## config.mk

```make
export PLATFORM = sky130hd
export DESIGN_NAME = arithmetic_encoder_31bit
export DESIGN_NICKNAME = d
export VERILOG_FILES = /design/src/sv/ae31_pkg.sv /design/src/sv/arithmetic_encoder_31bit.sv /design/src/sv/ae31_front.sv /design/src/sv/ae31_queue.sv /design/src/sv/ae31_back.sv
export VERILOG_INCLUDE_DIRS = /design/src /design/src/sv
export SDC_FILE = /design/constraint.sdc
export NUM_CORES = 2
export LEC_CHECK = 0
export CORE_MARGIN = 2
export CORE_UTILIZATION = 60
export DETAILED_ROUTE_END_ITERATION = 16
export DONT_BUFFER_PORTS = 1
export GPL_TIMING_DRIVEN = 0
export PLACE_DENSITY_LB_ADDON = 0.1
export SETUP_SLACK_MARGIN = 0.15
export SLEW_MARGIN = 20
export SYNTH_ARGS = -nofsm -noshare
export SYNTH_HDL_FRONTEND = slang
export SYNTH_SLANG_ARGS = --single-unit
export TNS_END_PERCENT = 20
```

## constraint.sdc

```tcl
create_clock -name i_clk -period 13.8 [get_ports i_clk]
set_input_delay 1.38 -clock i_clk [delete_from_list [all_inputs] [get_ports i_clk]]
set_output_delay 1.38 -clock i_clk [all_outputs]
set_load 0.005 [all_outputs]
```

## src/sv/arithmetic_encoder_31bit_assert.svh

```systemverilog
// Assertion macros used by the encoder back end.
`ifndef ARITHMETIC_ENCODER_31BIT_ASSERT_SVH
`define ARITHMETIC_ENCODER_31BIT_ASSERT_SVH

// A condition that must hold at every clock edge outside reset.
`define AE31_ALWAYS(lbl, clk, rstn, cond, msg) \
    lbl: assert property (@(posedge clk) disable iff (!rstn) (cond)) else $error(msg);

// A condition in one cycle that forces another in the following cycle.
`define AE31_IMPLIES_NEXT(lbl, clk, rstn, ante, cons, msg) \
    lbl: assert property (@(posedge clk) disable iff (!rstn) (ante) |=> (cons)) else $error(msg);

`endif

```

## src/sv/ae31_pkg.sv

```systemverilog
package ae31_pkg;

    // Default width of the model's total count.
    localparam int COUNT_BITS_DEF = 20;

    // Field widths.
    localparam int CNT_W    = 21;
    localparam int FOLLOW_W = 16;
    localparam int IVL_W    = 31;

    // Interval boundaries.
    localparam logic [IVL_W-1:0] Q_FIRST = 31'h2000_0000;
    localparam logic [IVL_W-1:0] Q_HALF  = 31'h4000_0000;
    localparam logic [IVL_W-1:0] Q_THIRD = 31'h6000_0000;
    localparam logic [IVL_W-1:0] MASK31  = 31'h7FFF_FFFF;

    localparam logic [FOLLOW_W-1:0] PEND_MAX = 16'hFFFF;

    // Most results that one encode request may produce, and the renormalization bound.
    localparam logic [5:0] MAX_RES   = 6'd32;
    localparam logic [5:0] MAX_ITER  = 6'd40;

    // Depth of the request queue between front and back.
    localparam int QUEUE_DEPTH = 2;

    typedef enum logic {
        CMD_ENCODE = 1'b0,
        CMD_FLUSH  = 1'b1
    } t_cmd;

    typedef enum logic [1:0] {
        KIND_ENCODE,
        KIND_FLUSH,
        KIND_ERROR
    } t_kind;

    typedef struct packed {
        t_kind            kind;
        logic [CNT_W-1:0] low_count;
        logic [CNT_W-1:0] high_count;
        logic [CNT_W-1:0] total_freq;
    } t_req;

    typedef enum logic [3:0] {
        ST_IDLE,
        ST_MUL_LO,
        ST_MUL_HI,
        ST_DIV,
        ST_UPDATE,
        ST_RENORM,
        ST_LAST,
        ST_FLUSH,
        ST_ERROR
    } t_state;

endpackage

```

## src/sv/arithmetic_encoder_31bit.sv

```systemverilog
// 31-bit binary arithmetic encoder. A request is either an encode of the
// cumulative interval low_count..high_count out of the model's total frequency,
// or a flush. A front stage classifies each request (encode, flush, or illegal
// interval) and queues it two deep; the back end then runs it. An encode steps
// through dequeue, the shared 32x21 multiplier (low count, then high count),
// the pair of bit-serial dividers, an interval update, the E1/E2/E3
// renormalization steps (at most 40), a check that no step applies, and the
// release of the final bit. Each decided bit, up to 32 per request, is a result
// with the count of inverted bits that follow it; the last result of a request
// carries last. An encode with no decided bit returns nothing. A flush or an
// illegal interval gives one result. Results are stored in an output register
// so the coder keeps working while a result waits; it stalls whenever a result
// must move into the output register while that register is still occupied.
module arithmetic_encoder_31bit #(
    parameter int COUNT_BITS = ae31_pkg::COUNT_BITS_DEF
) (
    input  logic                          i_clk,
    input  logic                          i_rst_n,
    input  logic                          i_valid,
    output logic                          o_ready,
    input  logic                          i_cmd,
    input  logic [ae31_pkg::CNT_W-1:0]    i_low_count,
    input  logic [ae31_pkg::CNT_W-1:0]    i_high_count,
    input  logic [ae31_pkg::CNT_W-1:0]    i_total_freq,
    output logic                          o_valid,
    input  logic                          i_ready,
    output logic                          o_out_bit,
    output logic [ae31_pkg::FOLLOW_W-1:0] o_follow_count,
    output logic                          o_error,
    output logic                          o_last
);
    import ae31_pkg::*;

    t_req push_req;
    t_req head_req;
    logic push;
    logic full;
    logic head_valid;
    logic pop;

    ae31_front #(
        .COUNT_BITS(COUNT_BITS)
    ) u_front (
        .i_valid      (i_valid),
        .o_ready      (o_ready),
        .i_cmd        (i_cmd),
        .i_low_count  (i_low_count),
        .i_high_count (i_high_count),
        .i_total_freq (i_total_freq),
        .i_full       (full),
        .o_push       (push),
        .o_req        (push_req)
    );

    ae31_queue u_queue (
        .i_clk  (i_clk),
        .i_rst_n(i_rst_n),
        .i_push (push),
        .i_req  (push_req),
        .o_full (full),
        .o_valid(head_valid),
        .i_pop  (pop),
        .o_req  (head_req)
    );

    ae31_back u_back (
        .i_clk         (i_clk),
        .i_rst_n       (i_rst_n),
        .i_q_valid     (head_valid),
        .i_q_req       (head_req),
        .o_q_pop       (pop),
        .o_valid       (o_valid),
        .i_ready       (i_ready),
        .o_out_bit     (o_out_bit),
        .o_follow_count(o_follow_count),
        .o_error       (o_error),
        .o_last        (o_last)
    );

endmodule

```

## src/sv/ae31_front.sv

```systemverilog
module ae31_front #(
    parameter int COUNT_BITS = ae31_pkg::COUNT_BITS_DEF
) (
    input  logic                      i_valid,
    output logic                      o_ready,
    input  logic                      i_cmd,
    input  logic [ae31_pkg::CNT_W-1:0] i_low_count,
    input  logic [ae31_pkg::CNT_W-1:0] i_high_count,
    input  logic [ae31_pkg::CNT_W-1:0] i_total_freq,
    input  logic                      i_full,
    output logic                      o_push,
    output ae31_pkg::t_req            o_req
);
    import ae31_pkg::*;

    localparam int LIM_W = COUNT_BITS + 1;
    localparam logic [LIM_W-1:0] TC_LIMIT = LIM_W'(1) << COUNT_BITS;

    logic tc_over;

    // Accept whenever the queue has room.
    assign o_ready = !i_full;
    assign o_push  = i_valid && !i_full;

    // The total may exceed the configured count width.
    assign tc_over = (LIM_W > CNT_W) ? (LIM_W'(i_total_freq) > TC_LIMIT)
                                     : (i_total_freq > CNT_W'(TC_LIMIT));

    // Classify the request so the back end only has to dispatch on its kind.
    always_comb begin
        o_req.low_count  = i_low_count;
        o_req.high_count = i_high_count;
        o_req.total_freq = i_total_freq;
        if (i_cmd == CMD_FLUSH) begin
            o_req.kind = KIND_FLUSH;
        end else if (i_low_count >= i_high_count || i_high_count > i_total_freq
                     || tc_over) begin
            o_req.kind = KIND_ERROR;
        end else begin
            o_req.kind = KIND_ENCODE;
        end
    end

endmodule

```

## src/sv/ae31_queue.sv

```systemverilog
module ae31_queue (
    input  logic           i_clk,
    input  logic           i_rst_n,
    input  logic           i_push,
    input  ae31_pkg::t_req i_req,
    output logic           o_full,
    output logic           o_valid,
    input  logic           i_pop,
    output ae31_pkg::t_req o_req
);
    import ae31_pkg::*;

    localparam int PTR_W = (QUEUE_DEPTH > 1) ? $clog2(QUEUE_DEPTH) : 1;
    localparam int CNT_QW = $clog2(QUEUE_DEPTH + 1);
    localparam logic [CNT_QW-1:0] DEPTH_C = CNT_QW'(QUEUE_DEPTH);
    localparam logic [PTR_W-1:0] LAST_PTR = PTR_W'(QUEUE_DEPTH - 1);

    t_req              r_mem [QUEUE_DEPTH];
    logic [PTR_W-1:0]  r_wr_ptr;
    logic [PTR_W-1:0]  r_rd_ptr;
    logic [CNT_QW-1:0] r_count;
    logic              do_push;
    logic              do_pop;

    assign o_full  = (r_count == DEPTH_C);
    assign o_valid = (r_count != '0);
    assign o_req   = r_mem[r_rd_ptr];
    assign do_push = i_push && !o_full;
    assign do_pop  = i_pop && o_valid;

    // Storage for queued requests.
    always_ff @(posedge i_clk) begin
        if (do_push) begin
            r_mem[r_wr_ptr] <= i_req;
        end
    end

    // Pointers and fill count.
    always_ff @(posedge i_clk) begin
        if (!i_rst_n) begin
            r_wr_ptr <= '0;
            r_rd_ptr <= '0;
            r_count  <= '0;
        end else begin
            if (do_push) begin
                r_wr_ptr <= (r_wr_ptr == LAST_PTR) ? '0 : r_wr_ptr + 1'b1;
            end
            if (do_pop) begin
                r_rd_ptr <= (r_rd_ptr == LAST_PTR) ? '0 : r_rd_ptr + 1'b1;
            end
            if (do_push && !do_pop) begin
                r_count <= r_count + 1'b1;
            end else if (do_pop && !do_push) begin
                r_count <= r_count - 1'b1;
            end
        end
    end

endmodule

```

## src/sv/ae31_back.sv

```systemverilog
module ae31_back (
    input  logic                          i_clk,
    input  logic                          i_rst_n,
    input  logic                          i_q_valid,
    input  ae31_pkg::t_req                i_q_req,
    output logic                          o_q_pop,
    output logic                          o_valid,
    input  logic                          i_ready,
    output logic                          o_out_bit,
    output logic [ae31_pkg::FOLLOW_W-1:0] o_follow_count,
    output logic                          o_error,
    output logic                          o_last
);
    import ae31_pkg::*;

    // One restoring division step: shift in a dividend bit, subtract if it fits.
    function automatic logic [CNT_W+32-1:0] div_step(input logic [CNT_W-1:0] rem,
                                                     input logic [31:0] sh,
                                                     input logic [CNT_W-1:0] div);
        logic [CNT_W:0] rs;
        logic           ge;
        logic [CNT_W:0] diff;
        rs   = {rem, sh[31]};
        ge   = (rs >= {1'b0, div});
        diff = rs - {1'b0, div};
        return {ge ? diff[CNT_W-1:0] : rs[CNT_W-1:0], sh[30:0], ge};
    endfunction

    t_state r_state;
    t_state n_state;
    t_req   r_req;

    logic [IVL_W-1:0]    r_low;
    logic [IVL_W-1:0]    r_high;
    logic [FOLLOW_W-1:0] r_pend;
    logic [31:0]         r_range;
    logic [CNT_W-1:0]    r_rem_lo;
    logic [CNT_W-1:0]    r_rem_hi;
    logic [31:0]         r_sh_lo;
    logic [31:0]         r_sh_hi;
    logic [4:0]          r_cnt;
    logic [5:0]          r_iter;
    logic [5:0]          r_nres;
    logic                r_hold_v;
    logic                r_hold_bit;
    logic [FOLLOW_W-1:0] r_hold_follow;

    logic                r_o_valid;
    logic                r_o_bit;
    logic [FOLLOW_W-1:0] r_o_follow;
    logic                r_o_error;
    logic                r_o_last;

    logic [CNT_W-1:0]    mul_b;
    logic [CNT_W+32-1:0] prod;
    logic [CNT_W+32-1:0] step_lo;
    logic [CNT_W+32-1:0] step_hi;
    logic                out_free;
    logic                e1;
    logic                e2;
    logic                e3;
    logic                rn_done;
    logic                rn_emit;
    logic                rn_stall;

    // Output register control.
    logic                out_load;
    logic                out_bit;
    logic [FOLLOW_W-1:0] out_follow;
    logic                out_error;
    logic                out_last;
    logic                advance;

    assign out_free = !r_o_valid || i_ready;

    // Shared multiplier: range times the low count, then times the high count.
    assign mul_b = (r_state == ST_MUL_LO) ? r_req.low_count : r_req.high_count;
    assign prod  = r_range * mul_b;

    assign step_lo = div_step(r_rem_lo, r_sh_lo, r_req.total_freq);
    assign step_hi = div_step(r_rem_hi, r_sh_hi, r_req.total_freq);

    // Renormalization conditions for the current interval.
    assign e1       = (r_high < Q_HALF);
    assign e2       = (r_low >= Q_HALF);
    assign e3       = (r_low >= Q_FIRST) && (r_high < Q_THIRD);
    assign rn_done  = (r_iter == MAX_ITER) || !(e1 || e2 || e3);
    assign rn_emit  = (e1 || e2) && (r_nres < MAX_RES);
    assign rn_stall = rn_emit && r_hold_v && !out_free;

    // Next state.
    always_comb begin
        n_state = r_state;
        unique case (r_state) inside
            ST_IDLE: begin
                if (i_q_valid) begin
                    unique case (i_q_req.kind)
                        KIND_FLUSH: n_state = ST_FLUSH;
                        KIND_ERROR: n_state = ST_ERROR;
                        default:    n_state = ST_MUL_LO;
                    endcase
                end
            end
            ST_MUL_LO: n_state = ST_MUL_HI;
            ST_MUL_HI: n_state = ST_DIV;
            ST_DIV: begin
                if (r_cnt == 5'd31) begin
                    n_state = ST_UPDATE;
                end
            end
            ST_UPDATE: n_state = ST_RENORM;
            ST_RENORM: begin
                if (rn_done) begin
                    n_state = ST_LAST;
                end
            end
            ST_LAST: begin
                if (!r_hold_v || out_free) begin
                    n_state = ST_IDLE;
                end
            end
            ST_FLUSH, ST_ERROR: begin
                if (out_free) begin
                    n_state = ST_IDLE;
                end
            end
            default: n_state = ST_IDLE;
        endcase
    end

    // Control strobes and the result that goes to the output register.
    always_comb begin
        o_q_pop    = 1'b0;
        out_load   = 1'b0;
        out_bit    = r_hold_bit;
        out_follow = r_hold_follow;
        out_error  = 1'b0;
        out_last   = 1'b0;
        advance    = 1'b0;
        unique case (r_state)
            ST_IDLE: o_q_pop = i_q_valid;
            ST_RENORM: begin
                advance  = !rn_done && !rn_stall;
                out_load = !rn_done && rn_emit && r_hold_v && out_free;
            end
            ST_LAST: begin
                out_load = r_hold_v && out_free;
                out_last = 1'b1;
            end
            ST_FLUSH: begin
                out_load   = out_free;
                out_bit    = (r_low >= Q_FIRST);
                out_follow = (r_pend == PEND_MAX) ? PEND_MAX : r_pend + 1'b1;
                out_last   = 1'b1;
            end
            ST_ERROR: begin
                out_load   = out_free;
                out_bit    = 1'b0;
                out_follow = '0;
                out_error  = 1'b1;
                out_last   = 1'b1;
            end
            default: begin
            end
        endcase
    end

    // State register.
    always_ff @(posedge i_clk) begin
        if (!i_rst_n) begin
            r_state <= ST_IDLE;
        end else begin
            r_state <= n_state;
        end
    end

    // Request latch, multiplier results and the two dividers running side by side.
    always_ff @(posedge i_clk) begin
        if (r_state == ST_IDLE && i_q_valid) begin
            r_req   <= i_q_req;
            r_range <= {1'b0, r_high} - {1'b0, r_low} + 32'd1;
        end
        if (r_state == ST_MUL_LO) begin
            r_rem_lo <= prod[CNT_W+32-1:32];
            r_sh_lo  <= prod[31:0];
        end
        if (r_state == ST_MUL_HI) begin
            r_rem_hi <= prod[CNT_W+32-1:32];
            r_sh_hi  <= prod[31:0];
            r_cnt    <= '0;
        end
        if (r_state == ST_DIV) begin
            r_rem_lo <= step_lo[CNT_W+32-1:32];
            r_sh_lo  <= step_lo[31:0];
            r_rem_hi <= step_hi[CNT_W+32-1:32];
            r_sh_hi  <= step_hi[31:0];
            r_cnt    <= r_cnt + 1'b1;
        end
    end

    // Coder state: interval narrowing, renormalization and flush.
    always_ff @(posedge i_clk) begin
        if (!i_rst_n) begin
            r_low    <= '0;
            r_high   <= MASK31;
            r_pend   <= '0;
            r_iter   <= '0;
            r_nres   <= '0;
            r_hold_v <= 1'b0;
        end else begin
            unique case (r_state)
                ST_UPDATE: begin
                    r_low    <= r_low + r_sh_lo[IVL_W-1:0];
                    r_high   <= r_low + r_sh_hi[IVL_W-1:0] - 31'd1;
                    r_iter   <= '0;
                    r_nres   <= '0;
                    r_hold_v <= 1'b0;
                end
                ST_RENORM: begin
                    if (advance) begin
                        r_iter <= r_iter + 1'b1;
                        if (e1) begin
                            r_pend <= '0;
                            r_low  <= {r_low[IVL_W-2:0], 1'b0};
                            r_high <= {r_high[IVL_W-2:0], 1'b1};
                        end else if (e2) begin
                            r_pend <= '0;
                            r_low  <= {r_low[IVL_W-2:0] - Q_HALF[IVL_W-2:0], 1'b0};
                            r_high <= {r_high[IVL_W-2:0] - Q_HALF[IVL_W-2:0], 1'b1};
                        end else begin
                            if (r_pend != PEND_MAX) begin
                                r_pend <= r_pend + 1'b1;
                            end
                            r_low  <= {r_low[IVL_W-2:0] - Q_FIRST[IVL_W-2:0], 1'b0};
                            r_high <= {r_high[IVL_W-2:0] - Q_FIRST[IVL_W-2:0], 1'b1};
                        end
                        if (rn_emit) begin
                            r_hold_v      <= 1'b1;
                            r_hold_bit    <= !e1;
                            r_hold_follow <= r_pend;
                            r_nres        <= r_nres + 1'b1;
                        end
                    end
                end
                ST_LAST: begin
                    if (out_free) begin
                        r_hold_v <= 1'b0;
                    end
                end
                ST_FLUSH: begin
                    if (out_free) begin
                        r_low  <= '0;
                        r_high <= MASK31;
                        r_pend <= '0;
                    end
                end
                default: begin
                end
            endcase
        end
    end

    // Output register: a held result waits here while the coder moves on.
    always_ff @(posedge i_clk) begin
        if (!i_rst_n) begin
            r_o_valid <= 1'b0;
        end else if (out_load) begin
            r_o_valid <= 1'b1;
        end else if (i_ready) begin
            r_o_valid <= 1'b0;
        end
    end

    always_ff @(posedge i_clk) begin
        if (out_load) begin
            r_o_bit    <= out_bit;
            r_o_follow <= out_follow;
            r_o_error  <= out_error;
            r_o_last   <= out_last;
        end
    end

    assign o_valid        = r_o_valid;
    assign o_out_bit      = r_o_bit;
    assign o_follow_count = r_o_follow;
    assign o_error        = r_o_error;
    assign o_last         = r_o_last;

`include "arithmetic_encoder_31bit_assert.svh"

    `AE31_ALWAYS(a_nres_cap, i_clk, i_rst_n, r_nres <= MAX_RES, "result count above cap")
    `AE31_ALWAYS(a_idle_no_hold, i_clk, i_rst_n, !(r_state == ST_IDLE && r_hold_v), "held result left in idle")
    `AE31_ALWAYS(a_interval_order, i_clk, i_rst_n, !(r_state == ST_RENORM && r_low > r_high), "interval inverted")
    `AE31_IMPLIES_NEXT(a_flush_resets, i_clk, i_rst_n, r_state == ST_FLUSH && out_free, r_low == '0 && r_high == MASK31 && r_pend == '0, "flush did not reset coder")

endmodule
```

# Word-level counts from Yosys, hierarchy flattened
# Memory sizes are Yosys's and may differ from the RTL's. A register that Yosys moved wholly into a read port is not among the register bits.
# Cells that the tools add are included.
# classes
add_sub_neg,17
multipliers,1
magnitude_cmp,10
n_eq_ne,25
muxes,65
n_reduce_logical,51
# op_table
operator,count
31-bit 2-to-1 mux,8
31-bit case mux with 3 select lines,2
21-bit 2-to-1 mux,7
32-bit 2-to-1 mux,4
16-bit 2-to-1 mux,6
16-bit case mux with 2 select lines,2
31-bit adder,2
"31-bit less-than comparator, second input constant",2
"30-bit subtractor, second input constant",2
32-bit by 21-bit multiplier with 53-bit output,1
22-bit by 21-bit greater-or-equal comparator with 1-bit output,2
21-bit subtractor,2
"32-bit by 1-bit adder with 32-bit output, second input constant",1
4-bit case mux with 8 select lines,1
31-bit by 31-bit subtractor with 32-bit output,1
"31-bit by 30-bit greater-or-equal comparator with 1-bit output, second input constant",1
"31-bit greater-or-equal comparator, second input constant",1
"31-bit by 1-bit subtractor with 31-bit output, second input constant",1
6-bit case mux with 2 select lines,2
21-bit greater-or-equal comparator,1
21-bit greater-than comparator,1
"21-bit greater-than comparator, second input constant",1
4-bit 2-to-1 mux,5
6-bit 2-to-1 mux,3
38 further kinds,110
# word_totals
register_bits,342
ram_bits,130
input_bits,68
output_inout_bits,21
mem_count,1
# memory_table
memory,words,word_bits,rd,rd_ports_with_merged_regs,wr,line_no,rtl
u_queue.r_mem,2,65,1,1,1,ae31_queue.sv:18,t_req r_mem [QUEUE_DEPTH];

# Logic depth before layout (Yosys ltp)
# depth
ltp_word,11
ltp_mapped,32

# By module
# Synthesis repeated with hierarchy kept, for this count alone.
# hier_totals
hier_cells,5147
area_unflattened_um2,49418.6
# modules_own_cells
module,n_inst,cells_each,area_per_inst_um2
ae31_back,1,4703,42889.9
ae31_queue,1,227,4941.0
ae31_front,1,217,1587.8

# Worst setup path before layout
# No wires, ideal clock.
# synth_timing
path_type,flip-flop to flip-flop
startpoint,reg u_back.r_state[0]
endpoint,reg u_back.r_rem_hi[16] (data pin)
setup_ps,270
arrival_ps,7925
required_time_ps,13530
setup_slack_ps,5605
path_stages_with_launch,32
path_buffers,3
period_less_slack_ps,8195
path_cell_list,dfxtp_1 inv_1 nor4_1 clkbuf_1 mux2_2 clkbuf_1 and2_1 fa_1 fa_1 inv_1 fa_1 inv_1 fa_1 inv_1 fa_1 inv_1 fa_1 inv_1 fa_1 inv_1 ha_1 buf_2 and3_1 and3_1 a221oi_1 a21oi_2 o21ai_1 o31ai_1 a21oi_1 o21ai_1 xnor2_1 a21oi_1
# synth_via
elab_chain_cells,5
word_cells_on_any_way,6
classes_between,mul: 1; eq/ne: 2; mux: 3
# synth_rtl
item,line_no,rtl
"start, declared",ae31_back.sv:29,t_state r_state;
"start signal, assigned",ae31_back.sv:173,r_state <= n_state;
4-bit by 1-bit == test with 1-bit output,ae31_back.sv:77,assign mul_b = (r_state == ST_MUL_LO) ? r_req.low_count : r_req.high_count;
21-bit 2-to-1 mux,ae31_back.sv:77,
32-bit by 21-bit multiplier with 53-bit output,ae31_back.sv:78,assign prod = r_range * mul_b;
21-bit 2-to-1 mux,ae31_back.sv:187,if (r_state == ST_MUL_HI) begin
21-bit 2-to-1 mux *,ae31_back.sv:192,if (r_state == ST_DIV) begin
"end signal, assigned",ae31_back.sv:188,r_rem_hi <= prod[CNT_W+32-1:32];
"end signal, assigned",ae31_back.sv:195,r_rem_hi <= step_hi[CNT_W+32-1:32];
"end, declared",ae31_back.sv:38,logic [CNT_W-1:0] r_rem_hi;
# Every way passes the cells marked *; elsewhere a longest branch is shown, timed or not. The select of a mux whose other input is x is not followed.
# A chain may end at the register's enable or synchronous reset.

# Final worst setup path
# layout_timing
startpoint,reg u_back.r_state[0]
endpoint,reg u_back.r_rem_hi[15] (data pin)
# The elaborated chain is that of the path after synthesis.

==> summary.md <==
| Metric | Value |
|---|---|
| Result of the run | `complete, no violations` |
| Worst max-slew margin expressed relative to the limit | `between 20% and 30%` |
| Initial Util | `60.5%` |
| CTS tree | `done` |
| CP startpoint kind | `flip-flop` |
| Biggest area consumer among synthesized cells | `sky130_fd_sc_hd__fa_1` |
| Synth Area per Inst | `between 9 and 10 um^2` |
| Number of I/O port buffers | `0` |
| Post-DR vias/cell | `around 5.9` |
| Part of the Yosys area used for sequential elements | `a little over a quarter` |
| Total nets after synthesis | `about 6.1k` |
| Initial antenna violation count | `8` |
| Full die area | `about 0.083 mm^2` |
| Share of final-layout standard cells stronger than drive strength 1 | `4.55%` |
| Vertical extent of the die | `slightly below 300 um` |
| Area of the mapped netlist | `between 0.04 and 0.05 mm^2` |
| Data required time of the worst path | `around 14 ns` |
| List of most frequent post-synthesis cells | `sky130_fd_sc_hd__inv_1, sky130_fd_sc_hd__fa_1, sky130_fd_sc_hd__nand2_1` |
| Most instantiated library cell after synthesis | `sky130_fd_sc_hd__inv_1` |
| DPL Wire Length | `about 110000 um` |
| Register bit total from synthesis | `between 400 and 500` |
| Top cells by area, synth | `sky130_fd_sc_hd__fa_1, sky130_fd_sc_hd__edfxtp_1, sky130_fd_sc_hd__ha_1` |
| Slowest Stage Delay on Critical Path | `between 0.7 and 0.8 ns` |
| # rows | `roughly 100` |
| Dominant cell type by count on the critical path | `sky130_fd_sc_hd__fa_1` |
| Wirelength per Cell | `about 23 um` |
| Worst-path cell with the longest stage delay | `sky130_fd_sc_hd__clkbuf_1` |
| Clock transition at the registers of the reported paths | `roughly 0.060 ns` |
| Highest clock frequency the design can meet | `~100 MHz` |
| Maximum number of pins on one net before global-route repair | `64` |
| Max Cap Viol | `0` |
| Design Area, Final | `0.0520 mm^2` |
| Hold WC Path Type | `reg -> reg` |
| Total number of H-tree levels | `2` |
| Global routing met2 resource utilization | `56.4%` |
| Mapped Cells | `5014` |
| Clk_lat worst skew | `0.63 ns` |
| Net total in the final layout | `between 6k and 7k` |
| Unrepaired setup endpoints after global routing | `false` |
| Fraction of registers with async set or reset after synthesis | `0%` |
| Global routing usage summed across all routing layers | `between 30% and 40%` |
| Core box area | `0.0804 mm^2` |
| Main flop type after synthesis | `sky130_fd_sc_hd__edfxtp_1` |
| Final Critical Period | `between 10 and 15 ns` |
| Total negative setup slack | `0 ns` |
| Final Cycle Share | `between 70% and 80%` |
| Wire length after detailed routing | `approximately 140000 um` |
| Count of final max-slew check failures | `0` |
| Clock tree root buffer cell | `sky130_fd_sc_hd__clkbuf_16` |
| Post-cts sizing count | `0` |
| Total area of sequential cells | `0.0132 mm^2` |
| Count of routing violations after the opening detailed-route iteration | `around 3.4k` |
| Number of remaining DRC errors | `0` |
| Reg-to-Reg Start | `u_back.r_state[0]` |
| Number of enable-type register cells in the synthesized netlist | `372` |
| Signed area change from the synthesized netlist to the final layout | `6.78%` |
| Number of primary I/O pins | `89` |
| Final number of setup-violating endpoints | `0` |
| Yosys warns | `0` |
| Cell variety after synth | `99` |
| Antenna-violating nets left | `0` |
| Layer carrying the most global-route usage | `met2` |
| Nature of the critical path endpoint | `flip-flop` |
| Number of iterations in the first detailed-routing pass | `6` |
| Total area of multi-input combinational cells | `about 0.032 mm^2` |
| TritonCTS buffer count | `a little over 50` |
| Post-place instance area | `between 0.05 and 0.06 mm^2` |
| Met3 capacity usage during global routing | `5.83%` |
| GR met1 Demand/Resource | `between 40% and 50%` |
| Worst Path Class, Setup | `reg -> reg` |
| Hold Path Origin | `u_back.r_low[0]` |
| Biggest fanout along the worst timing path | `10` |
| Number of vias after detailed routing | `around 37k` |
| Worst Clk Skew | `approximately 0.052 ns` |
| Post-CTS Setup Bufs | `0` |
| Longest Clk Path Bufs | `3` |
| Sink count of the clock tree | `473` |
| Fill cells | `~6.7k` |
| Crit path arrival time | `around 11 ns` |
| Via count of the first global-routing pass | `between 30k and 40k` |
| Slew at the pin closest to its max-slew limit | `1.09 ns` |
| Global-route wire length before repair | `about 220000 um` |
| Worst setup path start | `u_back.r_state[0]` |
| Final weighted congestion in routability-driven placement | `0.983` |
| Die width | `between 200 and 300 um` |
| Share of the synthesized area in the top cell type | `a little under a quarter` |
| Grt total ovfl | `0` |
| Number of hold violations in the final report | `0` |
| Count of hold-fix buffers inserted at cts | `0` |
==> cell type report <==
class                   count  share of cell area (%)
clock buffers              62                    2.58
plain buffers             230                    1.71
inverters                 813                    5.88
well taps                1060                    2.55
diodes                      1                 0.00481
clock inverters            32                   0.802
repair buffers             12                   0.351
flip-flops and latches    473                    25.4
multi-input cells        3498                    60.7
==> state kept, by name, indices dropped and copies added (netlist names), 21 cells and up, named ones only <==
name,cells
u_back.r_range,32
u_back.r_rem_lo,21
u_back.r_rem_hi,21
u_queue.r_mem,130
u_back.r_req,63
u_back.r_high,31
u_back.r_low,31
u_back.r_sh_lo,32
u_back.r_sh_hi,32
==> final timing paths <==
check                         to  slack, ns  cells after the start
max          u_back.r_rem_hi[15]       3.59                     29
max reg2reg  u_back.r_rem_hi[15]       3.59                     29
min reg2reg      u_back.r_low[0]       0.48                      2
min              u_back.r_low[0]       0.48                      2
==> routing by layer <==
metal / routed length, um / share of wire [%]
met1: 56700 / 41
met2: 65500 / 47
met3: 11900 / 8.6
met4: 5280 / 3.8
met5: 18 / 0.013
==> cell families (layout without fill, tap and decap cells) <==
group           Yosys count  count (layout)  synth area share, %
other cells               0               1                    0
simple gates           1404            1404                 14.2
compound gates          846             846                 11.4
xor+xnor                185             185                 3.33
mux                      87              87                 2.01
flops                   473             473                 27.1
buf+inv                1043            1149                 8.09
fa+ha+maj               976             976                 33.9
==> worst max-delay path: cells and delay by family (launching register included) <==
kind | cells | cell delay [ns]
adders and majority gates | 8 | 3.94
xor gates and xnor gates | 1 | 0.31
and+or+nand+nor | 4 | 1.11
AOI/OAI and AO/OA | 7 | 1.50
DFF | 1 | 0.43
buffers and inverters | 8 | 2.05
muxes | 1 | 0.55
==> stage by stage <==
| step | hold slack (ns) | std cells | utilization [%] | setup slack, ns |
|---|---|---|---|---|
| final | 0.481 | 6181 | 64.6 | 3.59 |
| after floorplan | 0.449 | 5014 | - | 5.60 |
| after CTS | 0.483 | 6180 | 64.6 | 3.71 |
| after global routing | 0.520 | 6180 | 64.6 | 3.12 |
| after global placement | 0.471 | 6074 | 62.2 | 2.92 |
| after detailed placement | 0.474 | 6086 | 62.5 | 3.78 |
==> placed cells by master (no fill, tap or decap), types with 9 or more instances in the layout <==
master	synthesis	layout
sky130_fd_sc_hd__inv_1	812	811
sky130_fd_sc_hd__fa_1	572	572
sky130_fd_sc_hd__nand2_1	526	526
sky130_fd_sc_hd__ha_1	404	404
sky130_fd_sc_hd__and2_1	374	373
sky130_fd_sc_hd__edfxtp_1	372	372
sky130_fd_sc_hd__a21oi_1	255	255
sky130_fd_sc_hd__clkbuf_1	209	219
sky130_fd_sc_hd__nor2_1	215	213
sky130_fd_sc_hd__o21ai_0	148	148
sky130_fd_sc_hd__xnor2_1	126	126
sky130_fd_sc_hd__dfxtp_1	101	101
sky130_fd_sc_hd__a21o_1	97	97
sky130_fd_sc_hd__mux2_2	85	85
sky130_fd_sc_hd__a211oi_1	73	73
sky130_fd_sc_hd__nand3_1	61	61
sky130_fd_sc_hd__xor2_1	59	59
sky130_fd_sc_hd__clkbuf_16	0	52
sky130_fd_sc_hd__nor3_1	44	43
sky130_fd_sc_hd__a31oi_1	33	33
sky130_fd_sc_hd__and3_1	32	31
sky130_fd_sc_hd__o21bai_1	30	30
sky130_fd_sc_hd__a221oi_1	29	29
sky130_fd_sc_hd__nand4_1	28	28
sky130_fd_sc_hd__o21a_1	26	26
sky130_fd_sc_hd__nand2b_1	25	25
sky130_fd_sc_hd__nor2b_1	22	22
sky130_fd_sc_hd__o21ai_1	22	22
sky130_fd_sc_hd__or3_1	18	18
sky130_fd_sc_hd__o221ai_1	16	16
sky130_fd_sc_hd__nor4_1	15	14
sky130_fd_sc_hd__o211ai_1	13	13
sky130_fd_sc_hd__buf_2	11	11
sky130_fd_sc_hd__o31ai_1	9	9
Power is not shown: default switching activity piles up to over one toggle a cycle in this logic, so the estimate is an artifact.
